## src/rtl/assert_macros.svh

```systemverilog
// assertion macros for the track parser rtl
// no dependencies; included by files that carry concurrent assertions
`ifndef ASSERT_MACROS_SVH
`define ASSERT_MACROS_SVH

// same-cycle implication, masked during reset
`define MTEP_ASSERT_IMPL(label, clk, rst, ante, cons, msg) \
  label: assert property (@(posedge clk) disable iff (rst) (ante) |-> (cons)) \
    else $error(msg);

// next-cycle implication, masked during reset
`define MTEP_ASSERT_NEXT(label, clk, rst, ante, cons, msg) \
  label: assert property (@(posedge clk) disable iff (rst) (ante) |=> (cons)) \
    else $error(msg);

`endif

```

## src/rtl/mtep_pkg.sv

```systemverilog
// shared types and constants for the midi track event parser
// no dependencies; imported by every module of the block
package mtep_pkg;

  // longest vlq before the overflow flag is raised
  localparam int VLQ_BYTES = 4;
  localparam int VLQ_CNT_W = $clog2(VLQ_BYTES + 1);

  localparam logic [7:0] STATUS_META    = 8'hFF;
  localparam logic [7:0] STATUS_SYSEX   = 8'hF0;
  localparam logic [7:0] STATUS_SYSEX_E = 8'hF7;
  localparam logic [7:0] STATUS_NOTE_OFF = 8'h80;
  localparam logic [7:0] STATUS_NOTE_ON  = 8'h90;
  localparam logic [7:0] STATUS_PROG     = 8'hC0;
  localparam logic [7:0] STATUS_PITCH    = 8'hE0;
  localparam logic [7:0] STATUS_SYSTEM   = 8'hF0;
  localparam logic [7:0] META_END_TRACK = 8'h2F;
  localparam logic [7:0] META_TEMPO     = 8'h51;
  localparam logic [6:0] DATA_MASK      = 7'h7F;

  typedef enum logic [2:0] {
    KIND_NOTE_ON    = 3'd0,
    KIND_NOTE_OFF   = 3'd1,
    KIND_TEMPO      = 3'd2,
    KIND_END_TRACK  = 3'd3,
    KIND_META       = 3'd4,
    KIND_SYSEX      = 3'd5,
    KIND_OTHER_CHAN = 3'd6
  } kind_t;

  typedef struct packed {
    kind_t       kind;
    logic [27:0] delta_ticks;
    logic [7:0]  status_value;
    logic [3:0]  channel;
    logic [6:0]  key_number;
    logic [6:0]  velocity;
    logic [23:0] tempo_us;
    logic [7:0]  meta_type;
    logic        vlq_overflow;
  } mtep_result_t;

  typedef struct packed {
    logic emit;
    logic halted;
  } mtep_status_t;

endpackage

```

## src/rtl/mtep_parser.sv

```systemverilog
// byte-wise parse state machine: one byte per take, one event result on completion
// depends on mtep_pkg
module mtep_parser
  import mtep_pkg::*;
(
  input  logic         clk,
  input  logic         rst,
  input  logic         take,
  input  logic [7:0]   byte_in,
  output mtep_status_t status,
  output mtep_result_t result
);

  typedef enum logic [3:0] {
    PH_DELTA, PH_STATUS, PH_DATA1, PH_DATA2, PH_META_TYPE, PH_META_LEN,
    PH_META_BODY, PH_SYSEX_LEN, PH_SYSEX_BODY, PH_HALT
  } phase_t;

  phase_t               phase, phase_next;
  logic [27:0]          delta_accum, delta_accum_next;
  logic [7:0]           status_hold, status_hold_next;
  logic [7:0]           meta_type_hold, meta_type_hold_next;
  logic [27:0]          bytes_to_skip, bytes_to_skip_next;
  logic [6:0]           first_data, first_data_next;
  logic [23:0]          tempo_accum, tempo_accum_next;
  logic [VLQ_CNT_W-1:0] vlq_count, vlq_count_next;
  logic                 overflow_seen, overflow_seen_next;

  logic        emit;
  kind_t       kind, meta_kind, chan_kind;
  logic [6:0]  key, vel;
  logic [27:0] vlq_src, vlq_shift, skip_dec;
  logic        vlq_done, is_chan;

  // one vlq group shifts in, the source depends on the phase
  assign vlq_src   = (phase == PH_DELTA) ? delta_accum : bytes_to_skip;
  assign vlq_shift = {vlq_src[20:0], byte_in[6:0]};
  assign vlq_done  = ~byte_in[7];
  assign skip_dec  = bytes_to_skip - 28'd1;
  assign is_chan   = (status_hold >= STATUS_NOTE_OFF) && (status_hold < STATUS_SYSTEM);

  always_comb begin
    priority if (meta_type_hold == META_END_TRACK) meta_kind = KIND_END_TRACK;
    else if (meta_type_hold == META_TEMPO)         meta_kind = KIND_TEMPO;
    else                                           meta_kind = KIND_META;
  end

  always_comb begin
    priority if (status_hold[7:4] == STATUS_NOTE_ON[7:4])  chan_kind = KIND_NOTE_ON;
    else if (status_hold[7:4] == STATUS_NOTE_OFF[7:4])     chan_kind = KIND_NOTE_OFF;
    else                                                   chan_kind = KIND_OTHER_CHAN;
  end

  always_comb begin
    phase_next          = phase;
    delta_accum_next    = delta_accum;
    status_hold_next    = status_hold;
    meta_type_hold_next = meta_type_hold;
    bytes_to_skip_next  = bytes_to_skip;
    first_data_next     = first_data;
    tempo_accum_next    = tempo_accum;
    vlq_count_next      = vlq_count;
    overflow_seen_next  = overflow_seen;
    emit = 1'b0;
    kind = KIND_OTHER_CHAN;
    key  = '0;
    vel  = '0;

    unique case (phase)
      PH_DELTA: begin
        delta_accum_next = vlq_shift;
        if (vlq_count < VLQ_CNT_W'(VLQ_BYTES)) vlq_count_next = vlq_count + 1'b1;
        else overflow_seen_next = 1'b1;
        if (vlq_done) begin
          vlq_count_next = '0;
          phase_next     = PH_STATUS;
        end
      end
      PH_STATUS: begin
        status_hold_next    = byte_in;
        meta_type_hold_next = '0;
        priority if (byte_in == STATUS_META) begin
          phase_next = PH_META_TYPE;
        end else if (byte_in == STATUS_SYSEX || byte_in == STATUS_SYSEX_E) begin
          bytes_to_skip_next = '0;
          vlq_count_next     = '0;
          phase_next         = PH_SYSEX_LEN;
        end else begin
          phase_next = PH_DATA1;
        end
      end
      PH_DATA1: begin
        first_data_next = byte_in[6:0] & DATA_MASK;
        // program change and channel pressure end after one data byte
        if (status_hold >= STATUS_PROG && status_hold < STATUS_PITCH) begin
          emit = 1'b1;
          kind = KIND_OTHER_CHAN;
          key  = byte_in[6:0];
        end else begin
          phase_next = PH_DATA2;
        end
      end
      PH_DATA2: begin
        emit = 1'b1;
        kind = chan_kind;
        key  = first_data;
        vel  = byte_in[6:0];
      end
      PH_META_TYPE: begin
        meta_type_hold_next = byte_in;
        phase_next          = PH_META_LEN;
      end
      PH_META_LEN: begin
        bytes_to_skip_next = {20'd0, byte_in};
        tempo_accum_next   = '0;
        if (byte_in == 8'd0) begin
          emit = 1'b1;
          kind = meta_kind;
        end else begin
          phase_next = PH_META_BODY;
        end
      end
      PH_META_BODY: begin
        if (meta_type_hold == META_TEMPO) tempo_accum_next = {tempo_accum[15:0], byte_in};
        bytes_to_skip_next = skip_dec;
        if (skip_dec == 28'd0) begin
          emit = 1'b1;
          kind = meta_kind;
        end
      end
      PH_SYSEX_LEN: begin
        bytes_to_skip_next = vlq_shift;
        if (vlq_count < VLQ_CNT_W'(VLQ_BYTES)) vlq_count_next = vlq_count + 1'b1;
        else overflow_seen_next = 1'b1;
        if (vlq_done) begin
          if (vlq_shift == 28'd0) begin
            emit = 1'b1;
            kind = KIND_SYSEX;
          end else begin
            phase_next = PH_SYSEX_BODY;
          end
        end
      end
      PH_SYSEX_BODY: begin
        bytes_to_skip_next = skip_dec;
        if (skip_dec == 28'd0) begin
          emit = 1'b1;
          kind = KIND_SYSEX;
        end
      end
      PH_HALT: begin
      end
      default: begin
        phase_next = PH_DELTA;
      end
    endcase

    result.kind         = kind;
    result.delta_ticks  = delta_accum_next;
    result.status_value = status_hold;
    result.channel      = is_chan ? status_hold[3:0] : 4'd0;
    result.key_number   = key;
    result.velocity     = vel;
    result.tempo_us     = (kind == KIND_TEMPO) ? tempo_accum_next : 24'd0;
    result.meta_type    = (status_hold == STATUS_META) ? meta_type_hold : 8'd0;
    result.vlq_overflow = overflow_seen_next;

    // event done: clear the per-event accumulators
    if (emit) begin
      delta_accum_next   = '0;
      bytes_to_skip_next = '0;
      first_data_next    = '0;
      tempo_accum_next   = '0;
      vlq_count_next     = '0;
      overflow_seen_next = 1'b0;
      phase_next         = (kind == KIND_END_TRACK) ? PH_HALT : PH_DELTA;
    end
  end

  always_ff @(posedge clk) begin
    if (rst) begin
      phase          <= PH_DELTA;
      delta_accum    <= '0;
      status_hold    <= '0;
      meta_type_hold <= '0;
      bytes_to_skip  <= '0;
      first_data     <= '0;
      tempo_accum    <= '0;
      vlq_count      <= '0;
      overflow_seen  <= 1'b0;
    end else if (take) begin
      phase          <= phase_next;
      delta_accum    <= delta_accum_next;
      status_hold    <= status_hold_next;
      meta_type_hold <= meta_type_hold_next;
      bytes_to_skip  <= bytes_to_skip_next;
      first_data     <= first_data_next;
      tempo_accum    <= tempo_accum_next;
      vlq_count      <= vlq_count_next;
      overflow_seen  <= overflow_seen_next;
    end
  end

  assign status.emit   = emit;
  assign status.halted = (phase == PH_HALT);

endmodule

```

## src/rtl/mtep_out_reg.sv

```systemverilog
// result register on the output channel, holds a beat while the sink stalls
// depends on mtep_pkg
module mtep_out_reg
  import mtep_pkg::*;
(
  input  logic         clk,
  input  logic         rst,
  input  logic         load,
  input  mtep_result_t res_in,
  input  logic         out_stall,
  output logic         out_valid,
  output mtep_result_t res_q
);

  always_ff @(posedge clk) begin
    if (rst) begin
      out_valid <= 1'b0;
    end else if (load) begin
      out_valid <= 1'b1;
    end else if (!out_stall) begin
      out_valid <= 1'b0;
    end
  end

  always_ff @(posedge clk) begin
    if (load) begin
      res_q <= res_in;
    end
  end

endmodule

```

## src/rtl/midi_track_event_parser_top.sv

```systemverilog
// top level of the midi track event parser: input byte register, parser, result register
// depends on mtep_pkg, mtep_parser, mtep_out_reg and assert_macros.svh
//
// Takes the bytes of a track chunk body one beat at a time and gives one result beat per
// completed event (note on/off, other channel message, tempo, other meta, sysex, end of
// track). Each byte is one beat on the input. While the output is free the block takes
// one byte per cycle. The byte that completes an event sits in the input register, and the
// parse state machine finishes it in a single pass into the result register. While a
// result waits on a stalled output the input register holds its byte and stalls the
// input. Bytes that complete no event give no result. After end of track every further
// byte is accepted and dropped until reset. Running status is not supported; a delta or
// sysex length longer than four groups keeps its low 28 bits and sets vlq_overflow on
// that event.
`include "assert_macros.svh"

module midi_track_event_parser_top
  import mtep_pkg::*;
(
  input  logic        clk,
  input  logic        rst,
  // input channel
  input  logic        in_valid,
  output logic        in_stall,
  input  logic [7:0]  data_byte,
  // output channel
  output logic        out_valid,
  input  logic        out_stall,
  output logic [2:0]  event_kind,
  output logic [27:0] delta_ticks,
  output logic [7:0]  status_value,
  output logic [3:0]  channel,
  output logic [6:0]  key_number,
  output logic [6:0]  velocity,
  output logic [23:0] tempo_us,
  output logic [7:0]  meta_type,
  output logic        vlq_overflow
);

  // input register
  logic         s1_valid;
  logic [7:0]   s1_byte;
  logic         advance;
  mtep_status_t pstat;
  mtep_result_t pres;
  mtep_result_t res_q;

  // the held byte is parsed once the result register has room for it
  assign advance  = s1_valid && (!out_valid || !out_stall);
  assign in_stall = s1_valid && !advance;

  always_ff @(posedge clk) begin
    if (rst) begin
      s1_valid <= 1'b0;
    end else if (!s1_valid || advance) begin
      s1_valid <= in_valid;
    end
  end

  always_ff @(posedge clk) begin
    if (in_valid && !in_stall) begin
      s1_byte <= data_byte;
    end
  end

  mtep_parser u_parser (
    .clk     (clk),
    .rst     (rst),
    .take    (advance),
    .byte_in (s1_byte),
    .status  (pstat),
    .result  (pres)
  );

  mtep_out_reg u_out_reg (
    .clk       (clk),
    .rst       (rst),
    .load      (advance && pstat.emit),
    .res_in    (pres),
    .out_stall (out_stall),
    .out_valid (out_valid),
    .res_q     (res_q)
  );

  // result fields onto their own ports
  assign event_kind   = res_q.kind;
  assign delta_ticks  = res_q.delta_ticks;
  assign status_value = res_q.status_value;
  assign channel      = res_q.channel;
  assign key_number   = res_q.key_number;
  assign velocity     = res_q.velocity;
  assign tempo_us     = res_q.tempo_us;
  assign meta_type    = res_q.meta_type;
  assign vlq_overflow = res_q.vlq_overflow;

  // checks on the block's own control
  `MTEP_ASSERT_IMPL(a_stall_needs_byte, clk, rst, in_stall, s1_valid, "stall with empty input register")
  `MTEP_ASSERT_IMPL(a_halt_silent, clk, rst, pstat.halted, !pstat.emit, "event emitted after end of track")
  `MTEP_ASSERT_NEXT(a_eot_halts, clk, rst, advance && pstat.emit && (pres.kind == KIND_END_TRACK), pstat.halted, "end of track did not halt parser")
  `MTEP_ASSERT_IMPL(a_kind_legal, clk, rst, out_valid, event_kind != 3'd7, "unused event kind on output")

endmodule

```

## config.mk

```make
export PLATFORM = sky130hd
export DESIGN_NAME = midi_track_event_parser_top
export DESIGN_NICKNAME = d
export VERILOG_FILES = /design/src/rtl/mtep_pkg.sv /design/src/rtl/mtep_parser.sv /design/src/rtl/mtep_out_reg.sv /design/src/rtl/midi_track_event_parser_top.sv
export VERILOG_INCLUDE_DIRS = /design/src /design/src/rtl
export SDC_FILE = /design/constraint.sdc
export NUM_CORES = 1
export LEC_CHECK = 0
export BUFFER_PORTS_ARGS = -buffer_cell sky130_fd_sc_hd__buf_4
export CORE_MARGIN = 1.5
export CORE_UTILIZATION = 53
export CTS_CLUSTER_SIZE = 14
export DETAILED_ROUTE_END_ITERATION = 6
export PLACE_DENSITY = 0.77
export SLEW_MARGIN = 20
export SYNTH_ARGS = -nofsm -noshare
export SYNTH_HDL_FRONTEND = slang
export SYNTH_SLANG_ARGS = --single-unit
export TNS_END_PERCENT = 50
```

## constraint.sdc

```tcl
create_clock -name clk -period 7.3 [get_ports clk]
set_input_delay 0.73 -clock clk [delete_from_list [all_inputs] [get_ports clk]]
set_output_delay 0.73 -clock clk [all_outputs]
set_load 0.005 [all_outputs]
```

==> results.tsv, run 1 <==
metric	value	unit
antenna-violating nets left	0	
crit path launch type	flop	
hold depth	1	
clk_skew	0.02175	ns
initial DRC count	659	
Worst-path clk slew	0.06	ns
largest net degree at the start of global routing	80	
hold worst-path end	s1_byte[7]	
Power Density	231.3	mW/mm²
status	completed	
Netlist cell types	63	
EDFF count, synth	98	
HPWL Detailed	16240	µm
DR vias/cell	6.183	
Post-Syn Nets	1064	
nets	1120	
Yosys warning total	0	
CTS buffer count	22	
R2R Path End	u_out_reg.res_q[13]	
DRC	0	
r2r setup slk	2.56	ns
routed vias	8347	
post-synthesis register bit count	211	
Slew headroom	0.3494	
Reg-to-Reg Start	u_parser.bytes_to_skip[0]	
full die area	0.01898	mm²
clock latency on the worst-skew pair	0.51	ns
Final setup viols	0	
Gates resized, CTS repair	0	
worst hold path class	in2reg	
Post-Syn Instances	1049	
Die X	137.8	µm
Reg2Reg Depth	11	
First-pass DRT Iterations	7	
Yosys top cell area share	0.3057	
CTS Root Buffer Type	clkbuf_16	
Overflow after GRT	0	
Synth area leaders	edfxtp_1, dfxtp_1, nand2_1	
final core occ	0.6251	
aggregate negative setup slack	0	ns
synthesized area	0.009628	mm²
Initial Utilization	0.5378	
wire per inst	18.63	µm
io pins	104	
period utilization	0.6492	
core area	0.01790	mm²
max-cap viol count	0	
critical path data arrival time	4.94	ns
# port buffers	103	
peak supply drop	176.0	µV
ANT cells	0	
final-report hold violation count	0	
H-tree depth	1	
asr flop ratio synth	0	
initial antenna violation count	0	
predominant post-synthesis flop cell	dfxtp_1	
Area growth syn-to-layout	16.23	%
P_leak	0.003953	µW
sequential-to-total area share from yosys stat	0.5406	
Die Height	137.8	µm
slew of the pin with the lowest slew margin	0.9735	ns
Mean Syn Cell Area	9.178	µm²
fmax	0.2110	GHz
RePlAce Congestion	0.9902	
share of layout cells above drive strength 1	0.1472	
Hold Buf Count CTS	0	
RSZ-0062 raised after global routing	no	
total wire length	25160	µm
postcts setup bufs	0	
Yosys top cell by area	edfxtp_1	
first-pass GRT wire length	38740	µm
vias in the first global route	7479	
filler cell count	1488	
CTS Sinks	211	
Site Rows	49	
hold_sp	data_byte[7]	
Crit Path Max Fanout	24	
Setup CP Type	reg2reg	
Max clock buf depth	3	
fin. max-slew vios	0	
crit path time final	4.739	ns
Crit. End Element	flop	
TritonCTS clock tree	done	
GRT Total Usage	0.2604	
Req. time, crit path	7.50	ns
## registers in the layout, summed over array words and instances, names as in the netlist
signal,cells
u_parser.phase,4
u_parser.first_data,7
u_parser.vlq_count,3
s1_byte,8
u_out_reg.out_valid,1
u_parser.delta_accum,28
u_parser.tempo_accum,24
u_parser.status_hold,8
u_out_reg.res_q,90
s1_valid,1
u_parser.overflow_seen,1
u_parser.bytes_to_skip,28
u_parser.meta_type_hold,8
## per-layer routing
metal	GRT usage	wire length (µm)
met2	0.4331	11920
met3	0.03164	1887
met4	0.1163	965
met1	0.3419	10380
met5	0	0
## metrics by stage
step / total power (µW) / setup slack (ns) / cell area (µm²) / hold WS, ns / cells
floorplan: 1420 / 0.08918 / 9628 / 0.4433 / 1049
global placement: 1478 / 2.895 / 10450 / 0.4628 / 1310
detailed placement: 1479 / 2.733 / 10450 / 0.4657 / 1310
CTS: 2599 / 2.701 / 11190 / 0.3847 / 1350
global route: 2660 / 2.194 / 11190 / 0.3884 / 1350
finish: 2589 / 2.561 / 11190 / 0.3942 / 1350
## critical path: stages (launching register included)
cell and delay, ns:
dfxtp_1 0.36, inv_1 0.11, ha_1 0.29, nor4b_1 0.74, nand3_1 0.23, xnor2_1 0.17, or4_1 0.48, or4_1 0.56
or3_1 0.39, a21oi_1 0.21, nand2b_1 0.78, a21oi_1 0.10
## report_power, final
part | internal (µW) | switching, µW
combinational | 57.1 | 133
clock | 674 | 456
sequential | 1240 | 25.3
total | 1970 | 615
## cells in the mapped netlist, types with 2 or more instances
cell type,instances
o31a_1,2
nand4_1,12
or2_2,5
nor4_1,19
a22o_1,31
a211oi_1,7
and2_1,18
nor3_1,23
o22ai_1,8
and3_1,10
mux2i_1,9
inv_1,14
nor3b_1,3
nand2b_1,7
a31oi_1,4
nand4b_1,3
a21o_1,4
a21oi_1,95
nand3_1,46
o31ai_1,3
xor2_1,2
a221oi_1,3
a32oi_1,2
ha_1,3
o21ai_0,46
nor4b_1,3
a22oi_1,41
nand3b_1,4
nand2_1,181
nor2_1,96
buf_2,10
dfxtp_1,113
nor2b_1,4
edfxtp_1,98
or4_1,12
or3_1,7
clkbuf_1,67
a21boi_0,3
buf_1,2
xnor2_1,3
buf_6,4
## cells by family after synthesis
| logic type | Yosys count | synth area share |
|---|---|---|
| AND/OR/NAND/NOR | 459 | 0.2237 |
| AO/OA/AOI/OAI | 264 | 0.1752 |
| flip-flops | 211 | 0.5406 |
| buffers and inverters | 98 | 0.04275 |
| multiplexers | 9 | 0.009357 |
| XOR/XNOR | 5 | 0.004549 |
| adder cells (fa/ha/maj) | 3 | 0.003899 |
## layout by cell type (no fill, tap or decap), drive strengths merged, types with 5 or more instances in the layout
| cell | Yosys | final |
|---|---|---|
| nor3 | 23 | 23 |
| dfxtp | 113 | 113 |
| nand3 | 46 | 46 |
| edfxtp | 98 | 98 |
| or3 | 7 | 7 |
| a22o | 31 | 31 |
| nand2b | 7 | 7 |
| nand4 | 12 | 12 |
| nor2 | 96 | 96 |
| a21oi | 95 | 95 |
| buf | 16 | 116 |
| a22oi | 41 | 41 |
| or2 | 6 | 6 |
| inv | 14 | 14 |
| or4 | 13 | 13 |
| clkbuf | 68 | 33 |
| o21ai | 46 | 46 |
| a211oi | 7 | 7 |
| clkinv | 0 | 5 |
| o22ai | 8 | 8 |
| and2 | 19 | 19 |
| mux2i | 9 | 9 |
| and3 | 11 | 11 |
| nor4 | 19 | 19 |
| nand2 | 181 | 181 |
## worst max path at each step
stage,endpoint,slack (ns),start
final,u_out_reg.res_q[13],2.56,u_parser.bytes_to_skip[0]
after global placement,u_out_reg.res_q[30],2.89,u_parser.bytes_to_skip[0]
after global routing,u_out_reg.res_q[13],2.19,u_parser.bytes_to_skip[10]
after detailed placement,u_out_reg.res_q[26],2.73,u_parser.bytes_to_skip[0]
after CTS,u_out_reg.res_q[16],2.70,u_parser.bytes_to_skip[10]
after floorplan,u_parser.vlq_count[2],0.09,u_parser.bytes_to_skip[15]
## cell type report
type,instances,area [µm²],area share
clock buffers,33,631.9,0.05646
clock inverters,7,107.6,0.009615
inverters,14,52.55,0.004696
multi-input cells,740,4036,0.3607
flip-flops and latches,211,5205,0.4651
well taps,229,286.5,0.02560
repair buffers,116,870.8,0.07782
No activity file was read; power rests on OpenSTA's default activity.
==> run 2: changes to the inputs <==
--- a/config.mk
+++ b/config.mk
@@ -8,10 +8,10 @@
 export LEC_CHECK = 0
 export BUFFER_PORTS_ARGS = -buffer_cell sky130_fd_sc_hd__buf_4
 export CORE_MARGIN = 1.5
-export CORE_UTILIZATION = 53
+export CORE_UTILIZATION = 59
 export CTS_CLUSTER_SIZE = 14
 export DETAILED_ROUTE_END_ITERATION = 6
-export PLACE_DENSITY = 0.77
+export PLACE_DENSITY = 0.81
 export SLEW_MARGIN = 20
 export SYNTH_ARGS = -nofsm -noshare
 export SYNTH_HDL_FRONTEND = slang
==> constraint.sdc (replaced) <==
create_clock -name clk -period 4.5 [get_ports clk]
set_input_delay 0.45 -clock clk [delete_from_list [all_inputs] [get_ports clk]]
set_output_delay 0.45 -clock clk [all_outputs]
set_load 0.005 [all_outputs]
==> results.tsv, run 2 (synthesis gave the netlist of run 1 again) <==
metric	value	unit	change
status	complete, but fails checks		
violated checks	DRC		
crit path launch type	flop		
filler cell count	1200		-19%
CTS Root Buffer Type	clkbuf_16		
core area	0.01589	mm²	-11%
fin. max-slew vios	0		unchanged
first-pass GRT wire length	40390	µm	+4.3%
Site Rows	46		-6.1%
final-report hold violation count	0		unchanged
commonest non-fill, non-tap cell in the layout	nand2_1		
Placed Cells	1316		+0.46%
vias in the first global route	7853		+5.0%
Overflow after GRT	0		unchanged
Area growth syn-to-layout	18.91	%	
Max clock buf depth	3		unchanged
Crit Path Max Fanout	36		+50%
Hold Buf Count CTS	0		unchanged
worst hold path class	in2reg		
Reg with most FFs	u_out_reg.res_q		
clock latency on the worst-skew pair	0.52	ns	about the same
DR vias/cell	6.292		+1.8%
io pins	104		unchanged
TritonCTS clock tree	done		
period utilization	0.8911		+0.2419
Setup CP Type	reg2reg		
Initial Utilization	0.6061		+0.06829
largest net degree at the start of global routing	57		-29%
First-pass DRT Iterations	7		unchanged
nets	1140		+1.8%
Sw Pwr	1036	µW	+69%
total wire length	25690	µm	+2.1%
RSZ-0062 raised after global routing	no		
Die X	130.7	µm	-5.1%
final hold slack	0.1078	ns	-0.2864 ns
P_leak	0.004094	µW	+3.6%
critical path data arrival time	4.16	ns	-0.78 ns
aggregate negative setup slack	0	ns	unchanged
slew of the pin with the lowest slew margin	0.9431	ns	-0.03041 ns
clk_skew	0.01108	ns	-0.01067 ns
routed vias	8544		+2.4%
Power Density	386.5	mW/mm²	+67%
Internal Power	3389	µW	+72%
Crit. End Element	flop		
biggest regs	u_out_reg.res_q: 90 flops, u_parser.bytes_to_skip: 28 flops, u_parser.delta_accum: 28 flops		
Final setup viols	0		unchanged
most frequent cells in the layout	nand2_1, buf_4, dfxtp_1		
DRC	4		+4
antenna-violating nets left	0		unchanged
Req. time, crit path	4.65	ns	-2.85 ns
HPWL Detailed	16470	µm	+1.4%
ANT cells	0		unchanged
max reg flops	90		unchanged
fin cells	1358		+0.59%
full die area	0.01709	mm²	-10%
Worst-path clk slew	0.06	ns	about the same
initial DRC count	928		+41%
postcts setup bufs	0		unchanged
combinational power share	0.078		+0.004
RePlAce Congestion	0.9854		-0.48%
Slew headroom	0.3713		+0.02184
crit path time final	4.010	ns	-0.7289 ns
H-tree depth	1		unchanged
Gates resized, CTS repair	0		unchanged
CTS buffer count	23		+4.5%
share of layout cells above drive strength 1	0.1708		+0.02356
CTS Sinks	211		unchanged
GRT Total Usage	0.2999		+0.03947
# port buffers	103		unchanged
initial antenna violation count	0		unchanged
fmax	0.2494	GHz	+18%
Pwr Total	4425	µW	+71%
Sw Share	0.2342		-0.003377
Die Height	130.7	µm	-5.1%
wire per inst	18.91	µm	+1.5%
Clk pwr share	0.461		+0.024
Flop pwr share	0.461		-0.029
max-cap viol count	0		unchanged
peak supply drop	326.4	µV	+85%
==> run 2: cell types whose count changed in the layout (fill, tap and decap cells not counted), moves of 2 or more <==
cell and change:
buf_4 +18, bufinv_16 +3, clkbuf_1 -6, clkbuf_8 -2
clkinv_2 +4, clkinv_4 -2, inv_6 +2, or4_1 -2
or4_4 +2
==> run 2: worst paths after layout <==
check | start | endpoint | slack (ns) | depth (start not counted)
hold reg to reg | u_parser.status_hold[0] | u_out_reg.res_q[51] | 0.49 | 0
setup / recovery | u_parser.bytes_to_skip[0] | u_out_reg.res_q[84] | 0.49 | 10
setup reg to reg | u_parser.bytes_to_skip[0] | u_out_reg.res_q[84] | 0.49 | 10
hold / removal | data_byte[2] | s1_byte[2] | 0.11 | 1
==> run 2: power groups by stage <==
stage	Sequential (µW)	Clock [µW]	Combinational, µW
after floorplan	2070	0	239
after global placement	2080	0	333
after detailed placement	2080	0	333
after CTS	2040	2060	336
after global routing	2040	2130	375
final	2040	2040	344
==> run 2: through the flow <==
stage | setup slack (ns) | util | area [µm²]
2_1_floorplan | 0.006997 | - | 9676
3_3_place_gp | 0.6357 | 0.6684 | 10620
3_5_place_dp | 0.5325 | 0.6684 | 10620
4_1_cts | 0.5157 | 0.7207 | 11450
5_1_grt | 0.2483 | 0.7207 | 11450
6_report | 0.4900 | 0.7207 | 11450
==> run 2: cell type report <==
class,instances,area (µm²),area share
sequential,211,5205,0.4546
multi-input combinational,740,4064,0.3550
timing repair buffer,135,1026,0.08962
clock buffer,26,606.8,0.05301
tap,216,270.3,0.02361
clock inverter,16,224.0,0.01956
inverter,14,52.55,0.004590
==> run 2: critical path, stage by stage, from the launching register on <==
cell     delay (ns)
dfxtp_1        0.36
inv_1          0.11
ha_1           0.29
nor4b_2        0.43
nand3_1        0.20
xnor2_1        0.16
or4_1          0.46
or4_1          0.63
o31a_1         0.41
nor2_4         0.16
buf_4          0.43
==> run 2: layer usage <==
layer  up-vias  wire length [µm]  GRT usage  part of all wire
met3        76              1944    0.04275             0.076
met2       449             12520     0.5053              0.49
li1       3955                 -          -                 -
met1      4064             10320     0.3905              0.40
met4         0               902     0.1254             0.035
met5         -                 0          0                 0
==> run 3: changes to the inputs <==
--- a/config.mk
+++ b/config.mk
@@ -11,7 +11,7 @@
 export CORE_UTILIZATION = 59
 export CTS_CLUSTER_SIZE = 14
 export DETAILED_ROUTE_END_ITERATION = 6
-export PLACE_DENSITY = 0.81
+export PLACE_DENSITY = 0.85
 export SLEW_MARGIN = 20
 export SYNTH_ARGS = -nofsm -noshare
 export SYNTH_HDL_FRONTEND = slang
==> results.tsv, run 3 (synthesis gave the netlist of run 1 again) <==
metric	value	unit	change
status	completed		
Slew headroom	0.3993		+0.02805
first-pass GRT wire length	40970	µm	+1.4%
Die X	130.7	µm	unchanged
H-tree depth	1		unchanged
placed cell areas	0.01060	mm²	-0.16%
max-cap viol count	0		unchanged
Crit Path Max Fanout	24		-33%
ANT cells	0		unchanged
initial antenna violation count	0		unchanged
CP max stage delay	0.64	ns	about the same
Crit. End Element	flop		
antenna-violating nets left	0		unchanged
GRT Total Usage	0.3043		+0.004481
Final setup viols	0		unchanged
Area growth syn-to-layout	17.19	%	
P_leak	0.004000	µW	-2.3%
biggest regs	u_out_reg.res_q: 90 flops, u_parser.bytes_to_skip: 28 flops, u_parser.delta_accum: 28 flops		
crit path time final	4.128	ns	+0.1183 ns
peak supply drop	282.5	µV	-13%
CP max stage cell	or4_1		
vias in the first global route	7897		+0.56%
clock latency on the worst-skew pair	0.50	ns	-0.02 ns
worst hold path class	in2reg		
crit path cell chain	inv_1 > ha_1 > nor4b_2 > nand3_1 > xnor2_1 > or4_1 > or4_1 > or3_1 > a21oi_1 > nand2b_1 > buf_4 > a21oi_1		
initial DRC count	1110		+20%
HPWL Detailed	16670	µm	+1.2%
Max clock buf depth	3		unchanged
M1 WL	10270	µm	-0.51%
RSZ-0062 raised after global routing	no		
nets	1134		-0.53%
Die Height	130.7	µm	unchanged
aggregate negative setup slack	0	ns	unchanged
fin. max-slew vios	0		unchanged
io pins	104		unchanged
CTS buffer count	21		-8.7%
wire per inst	19.20	µm	+1.5%
clk_skew	0.01091	ns	-0.0001698 ns
First-pass DRT Iterations	6		-1
Setup CP Type	reg2reg		
met3 WL	2133	µm	+9.7%
Top Family by Delay on Critical Path	simple AND/OR/NAND/NOR gates		
DRC	0		-4
largest net degree at the start of global routing	50		-12%
DR vias/cell	6.384		+1.5%
Site Rows	46		unchanged
Initial Utilization	0.6061		unchanged
Overflow after GRT	0		unchanged
# port buffers	103		unchanged
Req. time, crit path	4.74	ns	+0.09 ns
share of layout cells above drive strength 1	0.1605		-0.01026
total wire length	25920	µm	+0.90%
period utilization	0.9174		+0.02629
RePlAce Congestion	0.9781		-0.74%
full die area	0.01709	mm²	unchanged
core area	0.01589	mm²	unchanged
design area	0.01128	mm²	-1.4%
commonest non-fill, non-tap cell in the layout	nand2_1		
final-report hold violation count	0		unchanged
Reg with most FFs	u_out_reg.res_q		
crit path buf inv count	2		unchanged
critical path data arrival time	4.37	ns	+0.21 ns
Hold Buf Count CTS	0		unchanged
max reg flops	90		unchanged
TritonCTS clock tree	done		
Power Density	365.8	mW/mm²	-5.4%
Worst-path clk slew	0.07	ns	about the same
Highest Signal Layer	met4		
most frequent cells in the layout	nand2_1, buf_4, dfxtp_1		
routed vias	8618		+0.87%
CTS Sinks	211		unchanged
met2 WL	12570	µm	+0.42%
postcts setup bufs	0		unchanged
fmax	0.2422	GHz	-2.9%
Gates resized, CTS repair	0		unchanged
CTS Root Buffer Type	clkbuf_16		
crit path launch type	flop		
slew of the pin with the lowest slew margin	0.9010	ns	-0.04208 ns
==> run 3: stage by stage <==
step	setup slack, ns	instances	utilization	hold WS [ns]	total power, µW
floorplan	0.006997	1049	-	0.4433	2307
global placement	0.5997	1312	0.6673	0.4619	2409
detailed placement	0.4449	1312	0.6673	0.4674	2412
CTS	0.4470	1350	0.7103	0.1197	4131
global route	0.1330	1350	0.7103	0.1180	4245
finish	0.3717	1350	0.7103	0.1254	4127
==> run 3: routing by layer <==
layer,global-route usage,vias to the layer above
met5,0,-
met4,0.1370,0
met3,0.04275,102
met2,0.5108,496
met1,0.3947,4076
li1,-,3944
==> run 3: worst paths after layout <==
path                          to  slack, ns  cells after the start                      start
max          u_out_reg.res_q[20]       0.37                     12  u_parser.bytes_to_skip[0]
min reg2reg  u_out_reg.res_q[51]       0.48                      0    u_parser.status_hold[0]
max reg2reg  u_out_reg.res_q[20]       0.37                     12  u_parser.bytes_to_skip[0]
min                   s1_byte[2]       0.13                      1               data_byte[2]
==> run 3: power by group <==
| part | internal (µW) | switching [µW] |
|---|---|---|
| sequential | 2020 | 33.5 |
| combinational | 104 | 233 |
| clock | 1020 | 723 |
==> run 3: worst register-to-register path: cells and delay by family (launching register included) <==
family / cells / cell delay [ns]
DFF: 1 / 0.35
and+or+nand+nor: 6 / 2.30
xor gates and xnor gates: 1 / 0.17
adders and majority gates: 1 / 0.30
buffers and inverters: 2 / 0.37
AOI/OAI and AO/OA: 2 / 0.37
==> run 3: area by class of cell <==
type	instances	area, µm²
clock buffers	30	579.3
clock inverters	8	103.9
fillers	1183	4602
inverters	14	52.55
multi-input cells	740	4064
flip-flops and latches	211	5205
well taps	216	270.3
repair buffers	131	1008
